`config.mk`:
```
export PLATFORM = sky130hd
export DESIGN_NAME = word_crc16_with_finalize_core
export DESIGN_NICKNAME = d
export VERILOG_FILES = /design/src/hdl/wcrc_pkg.sv /design/src/hdl/wcrc_cfg.sv /design/src/hdl/wcrc_fold.sv /design/src/hdl/word_crc16_with_finalize_core.sv
export SDC_FILE = /design/constraint.sdc
export NUM_CORES = 1
export LEC_CHECK = 0
export BUFFER_PORTS_ARGS = -buffer_cell sky130_fd_sc_hd__buf_2
export CAP_MARGIN = 15
export CORE_MARGIN = 2
export CORE_UTILIZATION = 56
export CTS_CLUSTER_SIZE = 30
export DETAILED_ROUTE_END_ITERATION = 16
export GPL_TIMING_DRIVEN = 0
export PLACE_DENSITY = 0.9
export SLEW_MARGIN = 0
export SYNTH_ARGS = -nofsm -noshare
export SYNTH_HDL_FRONTEND = slang
export SYNTH_SLANG_ARGS = --single-unit
```
`constraint.sdc`:
```
create_clock -name i_clk -period 7.5 [get_ports i_clk]
set_clock_uncertainty 0.05 [all_clocks]
set_input_delay 1.5 -clock i_clk [delete_from_list [all_inputs] [get_ports i_clk]]
set_output_delay 1.5 -clock i_clk [all_outputs]
set_load 0.01 [all_outputs]
```
`src/hdl/wcrc_pkg.sv`:
```
// package for the word crc16 core: operation codes, crc constants,
// configuration register indexes and the shared configuration struct
// no dependencies
`timescale 1ns / 1ps

package wcrc_pkg;

    localparam int unsigned CRC_W  = 16;
    localparam int unsigned WORD_W = 32;
    localparam int unsigned BYTE_W = 8;
    localparam int unsigned IDX_W  = 2;

    localparam logic [CRC_W-1:0] SEED_MULTI  = 16'hfff8;
    localparam logic [CRC_W-1:0] POLY_MULTI  = 16'ha517;
    localparam logic [CRC_W-1:0] SEED_NORMAL = 16'hc387;
    localparam logic [CRC_W-1:0] POLY_NORMAL = 16'hc37b;

    localparam logic [WORD_W-1:0] FIN_DATA_MASK = 32'h0000_ff00;
    localparam logic [WORD_W-1:0] FIN_HIGH_ONES = 32'hffff_0000;

    typedef enum logic [1:0] {
        OP_START = 2'd0,
        OP_ADD   = 2'd1,
        OP_FINAL = 2'd2
    } t_op;

    typedef enum logic [IDX_W-1:0] {
        REG_MODE = 2'd0,
        REG_HAND = 2'd1,
        REG_RAND = 2'd2
    } t_reg_idx;

    typedef struct packed {
        logic              multi;
        logic [BYTE_W-1:0] hand;
        logic [BYTE_W-1:0] rand_b;
    } t_cfg;

endpackage

```
`src/hdl/wcrc_cfg.sv`:
```
// configuration registers of the word crc16 core
// depends on wcrc_pkg
`timescale 1ns / 1ps

module wcrc_cfg (
    input  logic                        i_clk,
    input  logic                        i_rst_n,
    input  logic                        i_cfg_valid,
    input  logic [wcrc_pkg::IDX_W-1:0]  i_cfg_index,
    input  logic [wcrc_pkg::BYTE_W-1:0] i_cfg_data,
    output wcrc_pkg::t_cfg              o_cfg
);
    import wcrc_pkg::*;

    t_cfg r_cfg;

    always_ff @(posedge i_clk) begin
        if (!i_rst_n) begin
            r_cfg <= '0;
        end else if (i_cfg_valid) begin
            case (t_reg_idx'(i_cfg_index))
                REG_MODE: begin
                    r_cfg.multi <= i_cfg_data[0];
                end
                REG_HAND: begin
                    r_cfg.hand <= i_cfg_data;
                end
                REG_RAND: begin
                    r_cfg.rand_b <= i_cfg_data;
                end
                default: begin
                    r_cfg <= r_cfg;
                end
            endcase
        end
    end

    assign o_cfg = r_cfg;

endmodule

```
`src/hdl/wcrc_fold.sv`:
```
// combinational fold of one 32-bit word into the reflected crc16, lsb first
// depends on wcrc_pkg
`timescale 1ns / 1ps

module wcrc_fold (
    input  logic [wcrc_pkg::CRC_W-1:0]  i_crc,
    input  logic [wcrc_pkg::WORD_W-1:0] i_word,
    input  logic                        i_multi,
    output logic [wcrc_pkg::CRC_W-1:0]  o_crc
);
    import wcrc_pkg::*;

    logic [CRC_W-1:0] poly;

    assign poly = i_multi ? POLY_MULTI : POLY_NORMAL;

    // unrolled xor network, one bit step per data bit
    always_comb begin
        logic [CRC_W-1:0] c;
        c = i_crc;
        for (int i = 0; i < WORD_W; i++) begin
            if (c[0] ^ i_word[i]) begin
                c = (c >> 1) ^ poly;
            end else begin
                c = c >> 1;
            end
        end
        o_crc = c;
    end

endmodule

```
`src/hdl/word_crc16_with_finalize_core.sv`:
```
// top level of the word crc16 core with finalize: input register,
// crc fold and result register; depends on wcrc_pkg, wcrc_cfg, wcrc_fold
`timescale 1ns / 1ps

// channel   direction  handshake                signals
// ------    ---------  -----------------------  ---------------------------
// in        to core    i_in_valid / o_in_ready  i_operation, i_data_word
// out       from core  o_out_valid / i_out_ready o_crc_value
// cfg       to core    i_cfg_valid / o_cfg_ready i_cfg_index, i_cfg_data
//
// one request per cycle sustained while results are taken; a result is
// registered first in the input register, then in the crc/result register
// the crc of the previous request is the result register itself, so each
// fold reads it directly with no bypass needed
// an output stall holds the result and lets one more request wait in the
// input register; ready then drops until the result is taken
// reset loads the normal seed 0xc387 and clears mode and byte latches
module word_crc16_with_finalize_core (
    input  logic                        i_clk,
    input  logic                        i_rst_n,
    // request channel
    input  logic                        i_in_valid,
    output logic                        o_in_ready,
    input  logic [1:0]                  i_operation,
    input  logic [wcrc_pkg::WORD_W-1:0] i_data_word,
    // result channel
    output logic                        o_out_valid,
    input  logic                        i_out_ready,
    output logic [wcrc_pkg::CRC_W-1:0]  o_crc_value,
    // configuration channel
    input  logic                        i_cfg_valid,
    output logic                        o_cfg_ready,
    input  logic [wcrc_pkg::IDX_W-1:0]  i_cfg_index,
    input  logic [wcrc_pkg::BYTE_W-1:0] i_cfg_data
);
    import wcrc_pkg::*;

    // configuration registers, always ready
    t_cfg cfg;

    assign o_cfg_ready = 1'b1;

    wcrc_cfg u_cfg (
        .i_clk       (i_clk),
        .i_rst_n     (i_rst_n),
        .i_cfg_valid (i_cfg_valid),
        .i_cfg_index (i_cfg_index),
        .i_cfg_data  (i_cfg_data),
        .o_cfg       (cfg)
    );

    // input register
    logic              r_a_valid;
    logic [1:0]        r_a_op;
    logic [WORD_W-1:0] r_a_data;

    // crc state, doubles as the result register
    logic              r_out_valid;
    logic [CRC_W-1:0]  r_crc;
    logic [CRC_W-1:0]  n_crc;
    t_cfg              r_lat;

    logic              advance;
    logic              in_take;
    logic [WORD_W-1:0] fin_word;
    logic [WORD_W-1:0] fold_word;
    logic [CRC_W-1:0]  fold_crc;

    // stage b moves when the result slot is free or being emptied
    assign advance    = r_a_valid && (!r_out_valid || i_out_ready);
    assign o_in_ready = !r_a_valid || advance;
    assign in_take    = i_in_valid && o_in_ready;

    always_ff @(posedge i_clk) begin
        if (!i_rst_n) begin
            r_a_valid <= 1'b0;
        end else if (in_take) begin
            r_a_valid <= 1'b1;
        end else if (advance) begin
            r_a_valid <= 1'b0;
        end
    end

    // payload holds no reset
    always_ff @(posedge i_clk) begin
        if (in_take) begin
            r_a_op   <= i_operation;
            r_a_data <= i_data_word;
        end
    end

    // finalize word: data byte plus random, shifted, top ones, plus handshake
    always_comb begin
        logic [WORD_W-1:0] sum0;
        sum0     = (r_a_data & FIN_DATA_MASK) + WORD_W'(r_lat.rand_b);
        fin_word = ((sum0 << BYTE_W) | FIN_HIGH_ONES) + WORD_W'(r_lat.hand);
    end

    assign fold_word = (t_op'(r_a_op) == OP_FINAL) ? fin_word : r_a_data;

    wcrc_fold u_fold (
        .i_crc   (r_crc),
        .i_word  (fold_word),
        .i_multi (r_lat.multi),
        .o_crc   (fold_crc)
    );

    always_comb begin
        case (t_op'(r_a_op))
            OP_START: begin
                n_crc = cfg.multi ? SEED_MULTI : SEED_NORMAL;
            end
            OP_ADD, OP_FINAL: begin
                n_crc = fold_crc;
            end
            default: begin
                // unused code leaves the crc as it is
                n_crc = r_crc;
            end
        endcase
    end

    always_ff @(posedge i_clk) begin
        if (!i_rst_n) begin
            r_out_valid <= 1'b0;
            r_crc       <= SEED_NORMAL;
            r_lat       <= '0;
        end else begin
            if (advance) begin
                r_out_valid <= 1'b1;
                r_crc       <= n_crc;
                // start latches mode and bytes for later folds
                if (t_op'(r_a_op) == OP_START) begin
                    r_lat <= cfg;
                end
            end else if (i_out_ready) begin
                r_out_valid <= 1'b0;
            end
        end
    end

    assign o_out_valid = r_out_valid;
    assign o_crc_value = r_crc;

endmodule
```
==> flow_summary_export.csv <==
group,metric,value,unit
synth,synth-seq-cells,86,
setup_path,critPathCaptureType,"register",
clock_tree,cts_buffers,9,
clock_tree,cts_tree,"yes",
setup_path,path_class,"reg2reg",
route,drc_errors,0,
floorplanning,die_area,16300,µm²
grt,grt_max_degree,35,
place,place.gp.congestion,0.934,
setup_path,cp_max_fo,6,
clock_tree,worstSkewPairLatency,0.37,ns
clock_tree,cts_hold_buf,0,
job,drv_cap,0,
sta,max_slew_margin,31.5,%
clock_tree,root_buffer,"clkbuf_16",
sta,max_freq,0.121,GHz
clock_tree,clockBufferDepth,2,
place,portBuffers,65,
synth,syn_nets,819,
grt,grt_pass1_wl,43100,µm
synth,syn_area_per_cell,11.2,µm²
run_status,status,"complete, but fails checks",
finish,final_nets,1071,
run_status,violations,"setup timing",
route,wire_per_inst,29.5,µm
route,detail_route.first_pass.iterations,5,
synth,seq_area_frac_synth,24.0,%
route,drt_iter0_markers,1052,
sta,timing.final.crit_period,8.26,ns
finish,syn2layout_area_growth,43.1,%
grt,overflow,0,
finish,stdcell_count,1213,
setup_path,slowest_delay,0.52,ns
place,dp_cells,1020,
synth,synth.yosys.warnings,0,
setup_path,cp.arrival,8.43,ns
setup_path,startpoint_type,"register",
clock_tree,cts_sinks,86,
sta,rsz0062_at_grt,"yes",
synth,postSynthCellCount,767,
sta,setup_tns,-9.61,ns
setup_path,critPathMostFrequentCell,"xor2_4",
finish,fin_util,81.3,%
place,hpwl,15300,µm
sta,hold_viol,0,
synth,ys_types,46,
clock_tree,cts_max_level,3,
sta,slew_violations,0,
floorplanning,die_w,128,µm
route,postRouteAntennaNets,0,
place,place_ws,-1.34,ns
sta,tightest_slew,1.03,ns
floorplanning,start_util,56.8,%
floorplanning,ios,68,
floorplanning,fp.dieH,128,µm
route,drt_wl_total,35800,µm
synth,synthesis.area,8570,µm²
synth,synth_top_flop_cell,"dfxtp_1",
grt,antenna_found_initial,1,
route,via_count,7940,
sta,setup_violations,16,
finish,n_fill_cell,658,
setup_path,crit_slowest_cell,"o21ai_1",
floorplanning,core,15100,µm²
finish,layout-drive-gt1-share,45.2,%
synth,synth_edf_count,34,
sta,layout_setup_ws,-0.759,ns
sta,min_period_over_period,110,%
hold_path,hold_class,"reg2reg",
synth,synthArstFlopShare,0,%
grt,grtUsageTotal,35.3,%
route,vias_per_cell,6.55,
grt,grt_pass1_vias,7386,
setup_path,cp.required,7.67,ns
clock_tree,clk_pin_slew,0.08,ns
floorplanning,rows,45,
critical path, delay by kind of cell, from the launching register on:
family | cells | cell delay (ns)
multiplexers | 1 | 0.30
XOR/XNOR | 15 | 4.26
adder cells (fa/ha/maj) | 1 | 0.15
buffers and inverters | 9 | 1.39
AND/OR/NAND/NOR | 4 | 0.60
flip-flops | 1 | 0.42
AO/OA/AOI/OAI | 3 | 0.93
path summary, 6_finish.rpt:
| path | startpoint | endpoint | slack, ns | cells past startpoint |
|---|---|---|---|---|
| worst max-delay path | r_a_op[0]$_DFFE_PP_ | o_crc_value[2]$_SDFFE_PN1P_ | -0.76 | 33 |
| worst min register to register | r_lat[1]$_SDFFE_PN0P_ | r_lat[1]$_SDFFE_PN0P_ | 0.43 | 2 |
| worst min-delay path | r_lat[1]$_SDFFE_PN0P_ | r_lat[1]$_SDFFE_PN0P_ | 0.43 | 2 |
| worst max register to register | r_a_op[0]$_DFFE_PP_ | o_crc_value[2]$_SDFFE_PN1P_ | -0.76 | 33 |
Yosys cell counts, drive strengths merged (2+ instances only):
| cell | number | share of area (%) |
|---|---|---|
| and2 | 5 | 0.38 |
| a21boi | 17 | 1.5 |
| nor2b | 22 | 1.6 |
| nor2 | 45 | 2.0 |
| a22o | 6 | 0.61 |
| nand2 | 74 | 3.2 |
| xor2 | 77 | 10 |
| nand3b | 2 | 0.18 |
| dfxtp | 52 | 12 |
| buf | 14 | 0.98 |
| o21ai | 20 | 1.2 |
| o31ai | 2 | 0.18 |
| inv | 3 | 0.13 |
| xnor3 | 60 | 16 |
| mux2 | 2 | 0.26 |
| clkbuf | 19 | 0.83 |
| mux2i | 67 | 8.7 |
| ha | 3 | 0.44 |
| nor3 | 2 | 0.18 |
| xor3 | 5 | 1.4 |
| nand2b | 3 | 0.22 |
| xnor2 | 200 | 23 |
| a21oi | 20 | 1.2 |
| nand3 | 3 | 0.18 |
| and3 | 4 | 0.29 |
| edfxtp | 34 | 12 |
routing by layer:
metal	GRT usage (%)	routed length, µm	up-vias
met2	59.0	16300	799
met3	6.51	4000	307
met4	20.2	3570	0
met1	43.1	12000	3783
met5	0	0	-
li1	-	-	3051
cells in the final DEF, fill, tap and decap left out, drive strengths merged:
cell    instances
a21boi         17
a21o            1
a21oi          20
a22o            6
and2            5
and3            4
buf           254
clkbuf         29
clkinv          3
conb            1
dfxtp          52
diode           1
edfxtp         34
ha              3
inv             7
mux2            2
mux2i          67
nand2          74
nand2b          3
nand3           3
nand3b          2
nor2           45
nor2b          22
nor3            2
nor3b           1
o21a            1
o21ai          20
o21bai          1
o31ai           2
o32ai           1
xnor2         200
xnor3          60
xor2           77
xor3            5
cells by family after synthesis:
kind of cell,share of synthesized area (%)
XOR/XNOR,51.0
AND/OR/NAND/NOR,8.32
flip-flops,24.0
AO/OA/AOI/OAI,5.19
multiplexers,8.99
buffers and inverters,1.94
adder cells (fa/ha/maj),0.438
other,0.0437
state kept, by name (all words and copies together), names as in the netlist:
name	flops
o_crc_value	16
o_out_valid	1
r_a_data	32
r_a_op	2
r_a_valid	1
r_lat	17
u_cfg.o_cfg	17
layout make-up:
| cell class | instances | area (µm²) | area share, % |
|---|---|---|---|
| multi-input cells | 645 | 7590 | 61.8 |
| flip-flops and latches | 86 | 2060 | 16.8 |
| repair buffers | 242 | 1890 | 15.4 |
| well taps | 188 | 235 | 1.92 |
| clock buffers | 9 | 225 | 1.84 |
| plain buffers | 32 | 185 | 1.51 |
| clock inverters | 7 | 76.3 | 0.622 |
| inverters | 3 | 11.3 | 0.0918 |
| diodes | 1 | 2.50 | 0.0204 |
metrics by stage:
stage / hold WS [ns] / instance area, µm²
after floorplan: 0.391 / 8760
after global placement: 0.402 / 9320
after detailed placement: 0.409 / 9330
after CTS: 0.418 / 11300
after global routing: 0.450 / 12300
final: 0.432 / 12300
repair_timing:
| action | 4_1_cts | 5_1_grt |
|---|---|---|
| setup buffers | 116 | 60 |
| pin swaps | 60 | 40 |
| endpoints found under the hold margin | 0 | 0 |
| cloned | 0 | 1 |
| setup endpoints to repair | 16 | 16 |
| resized for setup | 106 | 83 |
Power is left out: the tool's default activity adds up to more than one toggle a clock period on the data nets, which glitch-free logic cannot reach.
